--- src/rtl/bnf_pkg.sv ---
package bnf_pkg;

    localparam int DATA_W     = 32;
    localparam int ACC_W      = 64;
    localparam int CH_W       = 8;
    localparam int NUM_CH     = 256;
    localparam int CFG_W      = 25;
    localparam int DIV_STEPS  = 64;
    localparam int SQRT_STEPS = 24;
    localparam int ROOT_W     = 24;

    typedef logic [2:0] t_action;
    localparam t_action ACT_WRITE = 3'd0;
    localparam t_action ACT_ACCUM = 3'd1;
    localparam t_action ACT_FINAL = 3'd2;
    localparam t_action ACT_NORM  = 3'd3;
    localparam t_action ACT_READ  = 3'd4;

    typedef logic [1:0] t_word_sel;
    localparam t_word_sel SEL_GAMMA = 2'd0;
    localparam t_word_sel SEL_BETA  = 2'd1;
    localparam t_word_sel SEL_RMEAN = 2'd2;
    localparam t_word_sel SEL_RVAR  = 2'd3;

    typedef logic [2:0] t_cfg_idx;
    localparam t_cfg_idx CFG_TRAINING = 3'd0;
    localparam t_cfg_idx CFG_AFFINE   = 3'd1;
    localparam t_cfg_idx CFG_EPSILON  = 3'd2;
    localparam t_cfg_idx CFG_MOMENTUM = 3'd3;
    localparam t_cfg_idx CFG_COUNT    = 3'd4;

    typedef enum logic [4:0] {
        S_IDLE, S_RD, S_DISP, S_ACC,
        S_F_MEAN, S_F_E2, S_F_B1, S_F_B2, S_F_B3, S_F_B4, S_F_B5,
        S_F_SQ_GO, S_F_SQ_WAIT,
        S_N_DIV, S_N_AFF, S_N_FIN, S_OUT
    } t_state;

    typedef struct packed {
        logic start;
        logic is_sqrt;
    } t_itu_ctl;

    typedef struct packed {
        logic busy;
        logic done;
    } t_itu_sts;

    function automatic logic [DATA_W-1:0] sat32(input logic signed [63:0] v);
        logic [DATA_W-1:0] r;
        if (v > 64'sd2147483647) r = 32'h7FFF_FFFF;
        else if (v < -64'sd2147483648) r = 32'h8000_0000;
        else r = v[31:0];
        return r;
    endfunction

    function automatic logic [DATA_W-1:0] mag32(input logic [DATA_W-1:0] v);
        return v[DATA_W-1] ? (~v + 32'd1) : v;
    endfunction

    // signed result of +-q for a 64-bit magnitude, saturated to a word
    function automatic logic [DATA_W-1:0] sat_mag(input logic neg,
                                                  input logic [63:0] q);
        logic [DATA_W-1:0] r;
        if (neg) r = (q[63:31] != 33'd0) ? 32'h8000_0000 : (~q[31:0] + 32'd1);
        else r = (q[63:31] != 33'd0) ? 32'h7FFF_FFFF : q[31:0];
        return r;
    endfunction

endpackage

--- src/rtl/bnf_iter_unit.sv ---
module bnf_iter_unit (
    input  logic              i_clk,
    input  logic              i_rst_n,
    input  bnf_pkg::t_itu_ctl i_ctl,
    input  logic [63:0]       i_dividend,
    input  logic [31:0]       i_divisor,
    output bnf_pkg::t_itu_sts o_sts,
    output logic [63:0]       o_quotient,
    output logic [23:0]       o_root
);

    logic        r_busy, r_done, r_sqrt;
    logic [6:0]  r_cnt;
    logic [33:0] r_rem;
    logic [63:0] r_acc;
    logic [23:0] r_root;
    logic [31:0] r_div;

    logic [33:0] w_shift, w_trial;
    logic [34:0] w_diff;
    logic        w_ge;

    // restoring step: one quotient bit, or one root bit from two radicand bits
    always_comb begin
        w_shift = r_sqrt ? {r_rem[31:0], r_acc[63:62]} : {r_rem[32:0], r_acc[63]};
        w_trial = r_sqrt ? {8'd0, r_root, 2'b01} : {2'd0, r_div};
        w_diff  = {1'b0, w_shift} - {1'b0, w_trial};
        w_ge    = ~w_diff[34];
    end

    always_ff @(posedge i_clk) begin
        if (!i_rst_n) begin
            r_busy <= 1'b0;
            r_done <= 1'b0;
            r_cnt  <= 7'd0;
        end else begin
            r_done <= 1'b0;
            if (i_ctl.start) begin
                r_busy <= 1'b1;
                r_cnt  <= i_ctl.is_sqrt ? 7'(bnf_pkg::SQRT_STEPS - 1)
                                        : 7'(bnf_pkg::DIV_STEPS - 1);
            end else if (r_busy) begin
                if (r_cnt == 7'd0) begin
                    r_busy <= 1'b0;
                    r_done <= 1'b1;
                end else begin
                    r_cnt <= r_cnt - 7'd1;
                end
            end
        end
    end

    always_ff @(posedge i_clk) begin
        if (i_ctl.start) begin
            r_sqrt <= i_ctl.is_sqrt;
            r_rem  <= 34'd0;
            r_acc  <= i_dividend;
            r_root <= 24'd0;
            r_div  <= i_divisor;
        end else if (r_busy) begin
            r_rem <= w_ge ? w_diff[33:0] : w_shift;
            if (r_sqrt) begin
                r_acc  <= {r_acc[61:0], 2'b00};
                r_root <= {r_root[22:0], w_ge};
            end else begin
                r_acc <= {r_acc[62:0], w_ge};
            end
        end
    end

    assign o_sts.busy = r_busy;
    assign o_sts.done = r_done;
    assign o_quotient = r_acc;
    assign o_root     = r_root;

endmodule

--- config.mk ---
export PLATFORM = sky130hd
export DESIGN_NAME = bnf_iter_unit
export DESIGN_NICKNAME = d
export VERILOG_FILES = /design/src/rtl/bnf_pkg.sv /design/src/rtl/bnf_iter_unit.sv
export SDC_FILE = /design/constraint.sdc
export NUM_CORES = 1
export LEC_CHECK = 0
export BUFFER_PORTS_ARGS = -buffer_cell sky130_fd_sc_hd__clkbuf_2
export CAP_MARGIN = 20
export CORE_ASPECT_RATIO = 0.5
export CORE_UTILIZATION = 40
export CTS_CLUSTER_SIZE = 30
export DETAILED_ROUTE_END_ITERATION = 16
export GPL_TIMING_DRIVEN = 0
export PLACE_DENSITY = 0.73
export SYNTH_ARGS = -nofsm -noshare
export SYNTH_HDL_FRONTEND = slang
export SYNTH_SLANG_ARGS = --single-unit
export TNS_END_PERCENT = 1
--- constraint.sdc ---
create_clock -name i_clk -period 4.85 [get_ports i_clk]
set_clock_uncertainty 0.2 [all_clocks]
set_input_delay 1.455 -clock i_clk [delete_from_list [all_inputs] [get_ports i_clk]]
set_output_delay 1.455 -clock i_clk [all_outputs]
set_load 0.01 [all_outputs]
* Word level (Yosys, flattened, before mapping)
Index checks and enable logic that the tools add are counted.
Word-level totals: logic and storage cells 33, bits in registers 163, output and inout bits 90, input bits 100
Operators by class: mux-type cells 14, add/sub/neg operators 2, reduce and logical (&&, ||, !) cells 5, bitwise logic cells 3, eq/ne operators 1
Operators with widths (number):
- two-way mux 64 bit | 3
- subtractor 34 x 32 -> 35 bit | 1
- two-way mux 34 bit | 1
- two-way mux 33 bit | 1
- two-way mux 32 bit | 1
- two-way mux 7 bit | 3
- logical NOT 7 bit | 1
- subtractor 7 x 1 -> 7 bit, second input constant | 1
- two-way mux 6 bit | 1
- two-way mux 1 bit | 4
- AND reduction 2 bit | 2
- inverter 1 bit | 3
- OR reduction 3 bit | 1
- inequality test 2 bit, second input constant | 1
- nonzero test 2 bit | 1

* Logic depth before layout (Yosys ltp)
Gate-level depths: netlist (run 1).
word-level depth 6, gate-level depth with buffers 17, mapped depth without buffers 11

* Worst setup path before layout (run 1)
No wires, ideal clock.
path kind reg-to-reg, start point reg r_sqrt, end point reg r_rem[20], required time 4.533 ns, slack 0.369 ns, clock period less this slack 4.481 ns, arrival time 4.164 ns, library setup time 0.117 ns, cell stages (with the launch flop) 17, buffers on the path 6, cells stage by stage edfxtp_1 -> clkbuf_1 -> clkbuf_1 -> clkbuf_1 -> buf_1 -> mux2i_1 -> ha_1 -> buf_2 -> a211oi_2 -> nor2_1 -> a311o_1 -> a31oi_4 -> o21ai_2 -> a211oi_2 -> buf_6 -> mux2_2 -> a22o_1
On the way: word-level cells in the longest chain between the ends 3, elaborated cells on any way between the ends 4, classes of those cells add/sub: 1; mux: 3
Ends and longest elaborated chain:
- from (decl) | line bnf_iter_unit.sv:12 | logic r_busy, r_done, r_sqrt;
- from (signal assigned) | line bnf_iter_unit.sv:55 | r_sqrt <= i_ctl.is_sqrt;
- two-way mux 34 bit or two-way mux 32 bit (tied branches) | line bnf_iter_unit.sv:25, bnf_iter_unit.sv:26
- subtractor 34 x 32 -> 35 bit | line bnf_iter_unit.sv:27 | w_diff = {1'b0, w_shift} - {1'b0, w_trial};
- two-way mux 33 bit (*) | line bnf_iter_unit.sv:61 | r_rem <= w_ge ? w_diff[33:0] : w_shift;
- to (signal assigned) | line bnf_iter_unit.sv:61
- to (decl) | line bnf_iter_unit.sv:14 | logic [33:0] r_rem;
Every way passes the cells marked *; elsewhere a longest branch is shown, timed or not. A chain may end at the register's enable or synchronous reset.

* Worst setup path in the final report (run 1)
start point reg r_sqrt, end point reg r_rem[29]
Same word-level chain as after synthesis.

==> results.md, run 1 <==
- The flow ran to the end, and the final reports show no timing, DRC or antenna violations.
- Summed over all nets, the switching power comes to 2290 uW.
- The core region is 22,200 um^2.
- The combinational cell fraction of total power is 0.466.
- In this run the remaining antenna-violating nets after routing total 0.
- The fraction of the cycle the final worst path needs is 0.951.
- The worst-case IR drop observed on VDD is roughly 320 uV.
- The first routing iteration left 623 violations.
- The total standard cell area after synthesis is 9290 um^2.
- Buffers inserted to repair hold after CTS numbered 0.
- The max-slew violation count was 0.
- The worst setup slack before clock tree synthesis is -0.651 ns.
- The cell count of the worst hold path is 2.
- Clock-pin slew was measured on the worst setup and hold paths at about 0.07 ns.
- The number of nets in the synthesized netlist is 1,065.
- The yosys synthesis warning count is 0.
- At the later pin of the worst-skew pair, clock insertion delay measures 0.43 ns.
- In this run the worst hold path is classified as flip-flop to flip-flop.
- The area of the die is 23,900 um^2.
- The standard-cell row count is 38.
- The maximum fanout along the worst path is 10.
- For this configuration, the core starts out at a cell density of 0.418.
- The area of all placed cells without fillers is roughly 11,000 um^2.
- The library cell used most frequently in the layout, excluding fill and tap cells, is sky130_fd_sc_hd__clkbuf_2.
- Of the total power, the clock network draws 0.232.
- The total wirelength of the detailed-routed design is 25,000 um.
- The via count of the first global-routing pass is 7,391.
- The required time of the worst setup path is 4.93 ns.
- The first detailed-routing pass ran for 7 iterations.
- The clock period minus final worst setup slack is 4.61 ns.
- The deepest clock path buffer count is 2.
- The leakage component of the power is 0.00485 uW.
- The count of boundary I/O pins is between 150 and 200.
- The die is approximately 220 um wide.
- In this run, synthesis inferred slightly below 100 flip-flops with an integrated enable.
- The first global-routing pass estimated roughly 38,000 um of wire.
- The final core utilization is 0.506.
- The aggregate global routing overflow is 0.
- For this design, the sink count on the clock tree is 163.
- In the synthesized netlist the dominant register cell turns out to be sky130_fd_sc_hd__edfxtp_1.
- The highest achievable clock rate is roughly 220 MHz.
- Measured along the y axis, the die boundary spans 110 um.
- The arrival time reported for the critical path endpoint is 4.69 ns.
- The library cells used most frequently in the layout, excluding fill and tap cells, are sky130_fd_sc_hd__clkbuf_2, sky130_fd_sc_hd__nand2_1, sky130_fd_sc_hd__mux2i_1.
- Once the clock tree was built, the resizer swapped 7 gates to a different size.
- The DRC violation count after routing is 0.
- In the synthesized netlist the async set-or-reset flop fraction comes to 0.
- Of the total power, the share spent switching nets is 0.381.
- During placement, the flow inserted port buffers numbering 188.
- The final weighted congestion of routability-driven global placement is slightly below 0.9.
- The number of antenna violations at the first check in global routing is 0.
- The total power of the final layout is 6000 uW.
- The final routed wire length divided by cell count is 17.2 um.
- Of the synthesized area, sequential elements account for 0.456.
- The number of inserted diodes is 0.
- The number of max-capacitance violations reported is 0.
- The design internal power is 3710 uW.
- The net count of the finished layout is 1,272.
- Across every metal layer, demand over resource in global routing totals 0.206.
- For the pin with the worst max-slew slack, the measured transition is 1.07 ns.
- The length in cells of the worst reg-to-reg path is 16.
- Of the post-synthesis cell area, the dominant cell type holds 0.314.
- After routing, the total negative slack on setup checks comes to 0 ns.
- The cell taking the most area after synthesis is sky130_fd_sc_hd__edfxtp_1.
- Yosys attributes the largest share of cell area to sky130_fd_sc_hd__edfxtp_1, sky130_fd_sc_hd__dfxtp_1, sky130_fd_sc_hd__mux2i_1.
- The share of layout cells above drive strength 1 is 0.241.
- The H-tree generated during clock tree synthesis spans 4 levels.
- The post-synthesis instance total is 930.
- Measured against its own limit, the worst slew margin works out to 0.284.
- The placed wire-length estimate after detailed placement is 18,700 um.
- The largest net degree at the start of global routing is 46.
- Once the clock tree was built, the setup fixing pass inserted 0 buffers.
- Compared with the post-synthesis result, the final layout area differs by 21.0%.
- The category of the worst setup path capture point is a flip-flop.
- The root cell of the clock tree is sky130_fd_sc_hd__clkbuf_16.
- The final critical-path setup slack is around 0.24 ns.
- The type of the worst setup path is flip-flop to flip-flop.
- The final-report hold violation count is 0.
- The detailed router placed around 8,000 vias in this run.
- Setup repair after global routing left no endpoint under its margin.
- TritonCTS built the clock tree.
- The via-per-instance ratio is 5.46.
- The synthesized design contains 163 register bits.
- The worst setup path is launched from a flip-flop.
- The synthesized area divided by synthesized cell count is 9.99 um^2.
- Once placement finished, the instance area stood at 10,600 um^2.
- The netlist uses 65 different library cells.
- The number of clock buffers added by TritonCTS is 17.
- Of the total power, registers draw 0.302.
- Setup violations remaining at the end of the flow were counted as 0.
- The total power density per cell area is 534 nW/um^2.
==> stage by stage <==
stage,hold WS [ns],instances
2_1_floorplan,0.237,930
3_3_place_gp,0.264,1418
3_5_place_dp,0.270,1419
4_1_cts,0.277,1451
5_1_grt,0.310,1450
6_report,0.278,1450
==> worst max-delay path, cell delays in order, from the launching register on <==
cell and delay [ns]:
sky130_fd_sc_hd__edfxtp_1 0.50, sky130_fd_sc_hd__clkbuf_4 0.26, sky130_fd_sc_hd__clkbuf_4 0.24, sky130_fd_sc_hd__buf_2 0.24, sky130_fd_sc_hd__or2_2 0.33, sky130_fd_sc_hd__ha_1 0.22
sky130_fd_sc_hd__fa_1 0.41, sky130_fd_sc_hd__nand2b_1 0.18, sky130_fd_sc_hd__a21oi_1 0.31, sky130_fd_sc_hd__o21a_4 0.24, sky130_fd_sc_hd__a31oi_4 0.15, sky130_fd_sc_hd__o21ai_2 0.30
sky130_fd_sc_hd__a211oi_2 0.16, sky130_fd_sc_hd__buf_6 0.19, sky130_fd_sc_hd__buf_2 0.20, sky130_fd_sc_hd__a32oi_1 0.19, sky130_fd_sc_hd__o21ai_0 0.11
==> metal layers <==
layer / wire length (um) / global-route usage
met2: 11600 / 0.338
met4: 572 / 0.0840
met3: 1340 / 0.0407
met1: 11400 / 0.269
met5: 0 / 0
==> layout make-up <==
cell class	count	area [um^2]
Sequential cell	163	4230
Tap cell	300	375
Clock buffer	19	433
Fill cell	2048	11000
Timing Repair Buffer	189	961
Multi-Input combinational cell	696	4750
Clock inverter	13	160
Buffer	59	287
Inverter	11	41.3
==> cell usage after synthesis, types with 4 or more instances <==
cell / number
sky130_fd_sc_hd__edfxtp_1: 97
sky130_fd_sc_hd__nand4_1: 5
sky130_fd_sc_hd__a21o_1: 4
sky130_fd_sc_hd__xnor2_1: 15
sky130_fd_sc_hd__xor2_1: 17
sky130_fd_sc_hd__mux2_2: 31
sky130_fd_sc_hd__a22o_1: 4
sky130_fd_sc_hd__o21a_1: 11
sky130_fd_sc_hd__mux2i_1: 110
sky130_fd_sc_hd__dfxtp_1: 66
sky130_fd_sc_hd__clkbuf_1: 47
sky130_fd_sc_hd__nor2_1: 51
sky130_fd_sc_hd__a32oi_1: 9
sky130_fd_sc_hd__o31ai_1: 4
sky130_fd_sc_hd__nand2_1: 143
sky130_fd_sc_hd__o211ai_1: 4
sky130_fd_sc_hd__a21oi_1: 57
sky130_fd_sc_hd__o21ai_0: 92
sky130_fd_sc_hd__a31oi_1: 6
sky130_fd_sc_hd__nor2b_1: 4
sky130_fd_sc_hd__inv_1: 11
sky130_fd_sc_hd__buf_1: 4
sky130_fd_sc_hd__nand2b_1: 13
sky130_fd_sc_hd__buf_2: 4
sky130_fd_sc_hd__a211oi_1: 21
sky130_fd_sc_hd__nor3_1: 8
sky130_fd_sc_hd__ha_1: 34
==> cells by family after synthesis <==
group | count (synthesis) | share of synthesized area
multiplexers | 141 | 0.156
AO/OA/AOI/OAI | 240 | 0.161
adder cells (fa/ha/maj) | 35 | 0.0480
XOR/XNOR | 32 | 0.0302
flip-flops | 163 | 0.456
buffers and inverters | 71 | 0.0338
AND/OR/NAND/NOR | 248 | 0.115
==> sequential cells by signal, summed over array words and instances, names as in the netlist <==
register / cells
o_quotient: 64
o_root: 24
r_rem: 33
r_done: 1
r_sqrt: 1
r_busy: 1
r_div: 32
r_cnt: 7
==> final timing paths <==
path / start / to / slack [ns]
hold reg to reg: o_root[23]$_SDFFE_PP0P_ / o_root[23]$_SDFFE_PP0P_ / 0.28
hold / removal: o_root[23]$_SDFFE_PP0P_ / o_root[23]$_SDFFE_PP0P_ / 0.28
setup reg to reg: r_sqrt$_DFFE_PP_ / r_rem[29]$_SDFFE_PP0P_ / 0.24
setup / recovery: r_sqrt$_DFFE_PP_ / r_rem[29]$_SDFFE_PP0P_ / 0.24
==> power groups by stage <==
stage / clock [uW] / sequential, uW / combinational, uW
after floorplan: 0 / 1830 / 2080
after global placement: 0 / 1830 / 2690
after detailed placement: 0 / 1840 / 2750
after CTS: 1410 / 1810 / 2770
after global routing: 1460 / 1840 / 3030
final: 1390 / 1810 / 2800
No activity file was read; power rests on OpenSTA's default activity.
==> run 2, diff against run 1 <==
BUFFER_PORTS_ARGS = not set   (was -buffer_cell sky130_fd_sc_hd__clkbuf_2)
DONT_BUFFER_PORTS = 1   (was not set)
PLACE_DENSITY = 0.65   (was 0.73)
==> results.md, run 2 (synthesis gave the netlist of run 1 again) <==
- The placeable core region is 22,200 um^2 (unchanged).
- The share of layout cells above drive strength 1 is 0.0925 (-0.148).
- The category of the worst setup path launch point is a flip-flop.
- The cell sitting at the root of the clock tree is a sky130_fd_sc_hd__clkbuf_16.
- The beginning of the critical path is r_sqrt$_DFFE_PP_.
- The vias after detailed routing is 7,197 (-9.0%).
- The placed wire-length estimate after detailed placement was 17,800 um (-4.6%).
- The startpoint of the worst-slack reg-to-reg timing path is r_sqrt$_DFFE_PP_.
- Relative to the synthesized area, the layout overhead comes to 10.7%.
- The stage delay of the slowest cell on the critical path is 0.36 ns (-0.14 ns).
- The floorplan die height is 110 um (unchanged).
- The type of the worst setup path is flip-flop to flip-flop.
- The instance area after placement is 9680 um^2 (-8.9%).
- The leakage component of the power was 0.00406 uW (-16%).
- The library cells used most frequently in the layout, excluding fill and tap cells, are sky130_fd_sc_hd__nand2_1, sky130_fd_sc_hd__mux2i_1, sky130_fd_sc_hd__edfxtp_1.
- The total number of clock tree sinks was 163 (unchanged).
- The final core utilization is 0.463 (-0.0433).
- The largest net degree at the start of global routing is 45 (-2.2%).
- The final-layout worst hold slack is 0.293 ns (+0.0147 ns).
- The net count of the finished layout was 1,085 (-15%).
- The worst setup path is captured at a flip-flop.
- The number of iterations in the first detailed-routing pass is 4 (-3).
- The count of input and output buffers came to 0 (-100%).
- The clock period minus final worst setup slack is 4.61 ns (-0.00592 ns).
- The fraction of the cycle the final worst path needs is 0.949 (-0.00122).
- The number of DRC markers after the initial detailed-route iteration is 594 (-4.7%).
- The final cell count without fillers came to 1,262 (-13%).
- The aggregate global routing overflow was 0 (unchanged).
- The TritonCTS buffer count is 17 (unchanged).
- The die outline width is 218 um (unchanged).
- The via count of the first global-routing pass is 7,112 (-3.8%).
- The final routed wire length divided by cell count is 19.3 um (+12%).
- The worst slew margin relative to its limit is 0.467 (+0.183).
- The number of max-capacitance violations reported is 0 (unchanged).
- The largest voltage drop on the vdd net came to 390 uV (+22%).
- The via-per-instance ratio came to 5.70 (+4.5%).
- The arrival time reported for the critical path endpoint is 4.73 ns (+0.04 ns).
- The final weighted congestion of routability-driven global placement is 0.958 (+9.4%).
- The worst hold-check path type is flip-flop to flip-flop.
- The final number of setup-violating endpoints came to 0 (unchanged).
- The slowest stage of the critical path belongs to the cell sky130_fd_sc_hd__a311o_1.
- The standard-cell row count came to 38 (unchanged).
- The post-route antenna net violation count came to 0 (unchanged).
- The DRC violation count after routing came to 0 (unchanged).
- The total power density per cell area is 566 nW/um^2 (+6.1%).
- The count of placed standard cells including taps is 1,231 (-13%).
- The deepest level of the CTS H-tree came to 4 (unchanged).
- The number of inserted diodes is 0 (unchanged).
- TritonCTS built the clock tree.
- In this run the most critical hold path is launched from r_rem[7]$_SDFFE_PP0P_.
- The initial cell density of the core is 0.418 (unchanged).
- The first-pass GRT wire length was 37,500 um (-2.6%).
- The clock slew at the register clock pins of the worst setup and hold paths is 0.07 ns (about the same).
- The count of boundary I/O pins was 190 (unchanged).
- The number of inserted filler cells in the final layout is 2,077 (+1.4%).
- The highest achievable clock rate is 217 MHz (+0.13%).
- The maximum fanout along the worst path is 10 (unchanged).
- The number of buffers inserted for hold repair after clock tree synthesis came to 0 (unchanged).
- The deepest clock path buffer count was 2 (unchanged).
- The most common cell after layout, fill and taps aside is sky130_fd_sc_hd__nand2_1.
- By instance count, the cell type seen most on the critical path is sky130_fd_sc_hd__clkbuf_4.
- The max-slew violation count is 0 (unchanged).
- The setup TNS after final layout is 0 ns (unchanged).
- The worst-margin pin slew is 0.799 ns (-0.274 ns).
- The area of the die is 23,900 um^2 (unchanged).
- The flip-flop count of the largest register after layout is 64 (unchanged).
- The number of antenna violations at the first check in global routing is 0 (unchanged).
- The signal on the critical path passes through clkbuf_1 -> clkbuf_4 -> clkbuf_4 -> clkbuf_4 -> mux2i_1 -> ha_1 -> buf_2 -> a211oi_2 -> nor2_1 -> a311o_1 -> a31oi_4 -> o21ai_2 -> a211oi_2 -> buf_6 -> mux2_2 -> a22o_1.
- The insertion delay of the later-clocked pin in the worst-skew pair is 0.44 ns (about the same).
- The required time of the worst setup path came to 4.98 ns (+0.05 ns).
- The total wirelength of the detailed-routed design is 24,300 um (-2.6%).
- The flow ran to the end, and the final reports show no timing, DRC or antenna violations.
- The area of all placed cells without fillers is 10,300 um^2 (-8.6%).
- Setup repair after global routing left no endpoint under its margin.
- The final-report hold violation count is 0 (unchanged).
- The overall fraction of global-route tracks in use was 0.203 (-0.00356).
==> run 2: stage by stage <==
step	power [uW]	setup WS (ns)
final	5820	0.245
after global routing	6180	0.00897
after CTS	5820	0.0316
after detailed placement	4470	-0.720
after global placement	4420	-0.716
after floorplan	3920	0.369
==> run 2: cell type report <==
cell class                      count  area (um^2)  area share
Timing Repair Buffer                1         20.0     0.00195
Clock inverter                     14          141      0.0138
Inverter                           11         41.3     0.00402
Multi-Input combinational cell    696         4750       0.462
Clock buffer                       17          425      0.0414
Sequential cell                   163         4230       0.412
Tap cell                          300          375      0.0365
Buffer                             60          290      0.0282
==> run 2: final timing paths <==
| kind | end | slack (ns) | cells past startpoint |
|---|---|---|---|
| worst min register to register | r_rem[7]$_SDFFE_PP0P_ | 0.29 | 2 |
| worst max-delay path | r_rem[20]$_SDFFE_PP0P_ | 0.24 | 16 |
| worst max register to register | r_rem[20]$_SDFFE_PP0P_ | 0.24 | 16 |
| worst min-delay path | r_rem[7]$_SDFFE_PP0P_ | 0.29 | 2 |
==> run 2: timing repair <==
item                                    4_1_cts  5_1_grt
cloned                                        0        0
buffers inserted                              0        0
resized for setup                             7        9
endpoints found under the setup margin       35       33
==> run 2: where the power goes <==
part           total (uW)  internal [uW]  switching [uW]
Clock                1330            751             582
Combinational        2630           1160            1470
Sequential           1860           1680             179
Total                5820           3590            2240
==> run 2: critical path: cells and delay by family (launching register included) <==
family,cells,cell delay (ns)
mux,2,0.57
buf+inv,6,1.58
flops,1,0.33
compound gates,6,1.50
simple gates,1,0.08
fa+ha+maj,1,0.24
==> run 2: routing by layer <==
layer,track usage,part of all wire,vias up
li1,-,-,3454
met4,0.0538,0.011,0
met5,0,0,-
met2,0.334,0.47,191
met1,0.260,0.46,3533
met3,0.0606,0.059,19
==> run 3, diff against run 2 <==
CORE_ASPECT_RATIO = 1.5   (was 0.5)
==> results.md, run 3 (synthesis gave the netlist of run 1 again) <==
- By startpoint and endpoint, the worst setup path is classified as flip-flop to flip-flop.
- The total number of clock tree sinks is 163 (unchanged).
- The library cell used most frequently in the layout, excluding fill and tap cells, is sky130_fd_sc_hd__nand2_1.
- The sequential share of power was 0.317 (-0.002).
- The floorplan die height was 189 um (+72%).
- The worst-margin pin slew is 0.796 ns (-0.00276 ns).
- The die outline width is 126 um (-42%).
- The clock period minus final worst setup slack is 4.59 ns (-0.0171 ns).
- The layout overhead on the synthesized area came to 10.7% (about the same).
- STA classifies the critical path startpoint as a flip-flop.
- The max-slew violation count was 0 (unchanged).
- The number of antenna violations at the first check in global routing is 4 (+4).
- The total power density per cell area came to 571 nW/um^2 (+0.90%).
- The deepest clock path buffer count is 2 (unchanged).
- STA classifies the critical path endpoint as a flip-flop.
- The leakage component of the power is 0.00408 uW (+0.64%).
- The via count of the first global-routing pass is 7,344 (+3.3%).
- The worst setup slack before clock tree synthesis came to -0.899 ns (-0.179 ns).
- The fraction of the cycle the final worst path needs is 0.946 (-0.00353).
- The required time of the worst setup path came to 4.94 ns (-0.04 ns).
- The switching share of power is 0.386 (+0.00223).
- The via-per-instance ratio is 5.79 (+1.5%).
- The largest net degree at the start of global routing is 44 (-2.2%).
- The register-to-register setup slack came to 0.26 ns (+0.02 ns).
- Setup repair after global routing left no endpoint under its margin.
- The vias after detailed routing came to 7,180 (-0.24%).
- The placeable core region is 22,600 um^2 (+1.6%).
- The overall fraction of global-route tracks in use came to 0.221 (+0.0187).
- The library cells used most frequently in the layout, excluding fill and tap cells, are sky130_fd_sc_hd__nand2_1, sky130_fd_sc_hd__mux2i_1, sky130_fd_sc_hd__edfxtp_1.
- The count of boundary I/O pins is 190 (unchanged).
- TritonCTS built the clock tree.
- The count of input and output buffers was 0 (unchanged).
- The largest voltage drop on the vdd net is 272 uV (-30%).
- The arrival time reported for the critical path endpoint is 4.68 ns (-0.05 ns).
- The share of layout cells above drive strength 1 is 0.0936 (+0.00104).
- The design internal power came to 3610 uW (+0.60%).
- The beginning of the critical path is r_sqrt$_DFFE_PP_.
- The combinational cell fraction of total power was 0.449 (-0.003).
- The reg-to-reg critical path endpoint is r_rem[22]$_SDFFE_PP0P_.
- The highest achievable clock rate came to 218 MHz (+0.37%).
- The tree is rooted in a sky130_fd_sc_hd__clkbuf_16.
- The net count of the finished layout is 1,084 (-0.092%).
- The setup TNS after final layout is 0 ns (unchanged).
- The flow ran to the end, and the final reports show no timing, DRC or antenna violations.
- The worst slew margin relative to its limit came to 0.469 (+0.00184).
- The maximum fanout along the worst path is 10 (unchanged).
- The number of DRC markers after the initial detailed-route iteration is 443 (-25%).
- The deepest level of the CTS H-tree is 4 (unchanged).
- The total wirelength of the detailed-routed design was 25,600 um (+5.3%).
- The final routed wire length divided by cell count is 20.7 um (+7.1%).
- The number of max-capacitance violations reported is 0 (unchanged).
- The length in cells of the worst reg-to-reg path is 16 (unchanged).
- The clock slew at the register clock pins of the worst setup and hold paths came to 0.07 ns (about the same).
- The final critical-path setup slack is 0.262 ns (+0.0171 ns).
- The initial cell density of the core is 0.412 (-0.00643).
- The worst hold-check path type is flip-flop to flip-flop.
- The final-report hold violation count is 0 (unchanged).
- The number of buffers inserted for hold repair after clock tree synthesis was 0 (unchanged).
- The final weighted congestion of routability-driven global placement was 0.910 (-5.0%).
- The DRC violation count after routing is 0 (unchanged).
- The TritonCTS buffer count came to 17 (unchanged).
- The switching power came to 2270 uW (+1.6%).
- The flip-flop count of the largest register after layout came to 64 (unchanged).
- The clock group share of total power is 0.234 (+0.005).
- The post-route antenna net violation count came to 0 (unchanged).
- The startpoint of the worst-slack reg-to-reg timing path is r_sqrt$_DFFE_PP_.
- The final number of setup-violating endpoints is 0 (unchanged).
- The first-pass GRT wire length is 40,400 um (+7.8%).
- The placed wire-length estimate after detailed placement was 19,400 um (+8.9%).
- The endpoint of the most critical setup path is r_rem[22]$_SDFFE_PP0P_.
- The aggregate global routing overflow was 0 (unchanged).
- The number of iterations in the first detailed-routing pass is 6 (+2).
- The insertion delay of the later-clocked pin in the worst-skew pair is 0.43 ns (about the same).
- The standard-cell row count came to 67 (+76%).
- The area of the die is 23,800 um^2 (-0.10%).
## run 3: layer usage
layer / track usage / part of all wire / vias up
met1: 0.220 / 0.35 / 3417
met2: 0.409 / 0.54 / 254
met5: 0 / 0.00051 / -
li1: - / - / 3455
met4: 0.101 / 0.035 / 2
met3: 0.0750 / 0.076 / 52
## run 3: final cells by class
type / instances / area [um^2]
clock inverter: 10 / 81.3
inverter: 11 / 41.3
fill: 2147 / 12300
antenna: 3 / 7.51
buffer: 59 / 292
sequential: 163 / 4230
timing repair buffer: 1 / 20.0
multi-input combinational: 696 / 4750
clock buffer: 22 / 518
tap: 276 / 345
## run 3: repair_timing
item                       CTS  global route
gates cloned                 0             0
gates resized for setup     11             5
setup endpoints to repair   35            30
buffers inserted             0             0
## run 3: stage by stage
step,util,hold slack [ns],cells,power [uW],instance area (um^2)
2_1_floorplan,-,0.237,930,3920,9290
3_3_place_gp,0.427,0.264,1206,4480,9630
3_5_place_dp,0.428,0.283,1207,4500,9650
4_1_cts,0.455,0.293,1239,5890,10300
5_1_grt,0.456,0.315,1240,6220,10300
6_report,0.456,0.296,1241,5880,10300
## run 3: worst min path at each step
stage / cells past startpoint / endpoint / start / slack, ns
6_report: 2 / r_rem[27]$_SDFFE_PP0P_ / r_rem[27]$_SDFFE_PP0P_ / 0.30
3_5_place_dp: 2 / r_rem[19]$_SDFFE_PP0P_ / r_rem[19]$_SDFFE_PP0P_ / 0.28
2_1_floorplan: 2 / r_rem[7]$_SDFFE_PP0P_ / r_rem[7]$_SDFFE_PP0P_ / 0.24
5_1_grt: 2 / r_rem[27]$_SDFFE_PP0P_ / r_rem[27]$_SDFFE_PP0P_ / 0.32
3_3_place_gp: 2 / r_rem[21]$_SDFFE_PP0P_ / r_rem[21]$_SDFFE_PP0P_ / 0.26
4_1_cts: 2 / r_rem[27]$_SDFFE_PP0P_ / r_rem[27]$_SDFFE_PP0P_ / 0.29
## run 3: power by group through the flow
stage | registers [uW] | logic (uW) | clock network [uW]
6_report | 1870 | 2640 | 1370
5_1_grt | 1890 | 2870 | 1460
4_1_cts | 1860 | 2630 | 1400
3_5_place_dp | 1890 | 2610 | 0
3_3_place_gp | 1890 | 2590 | 0
2_1_floorplan | 1830 | 2080 | 0
## run 3: critical path: stages, from the launching register on
cell and delay [ns]:
sky130_fd_sc_hd__edfxtp_1 0.49, sky130_fd_sc_hd__clkbuf_4 0.29, sky130_fd_sc_hd__clkbuf_4 0.27, sky130_fd_sc_hd__buf_4 0.26
sky130_fd_sc_hd__mux2i_1 0.28, sky130_fd_sc_hd__ha_1 0.26, sky130_fd_sc_hd__buf_2 0.17, sky130_fd_sc_hd__a211oi_2 0.22
sky130_fd_sc_hd__nor2_1 0.07, sky130_fd_sc_hd__a311o_1 0.35, sky130_fd_sc_hd__a31oi_4 0.28, sky130_fd_sc_hd__o21ai_2 0.14
sky130_fd_sc_hd__a211oi_2 0.39, sky130_fd_sc_hd__buf_6 0.24, sky130_fd_sc_hd__buf_8 0.17, sky130_fd_sc_hd__mux2i_1 0.25
sky130_fd_sc_hd__a211oi_1 0.10
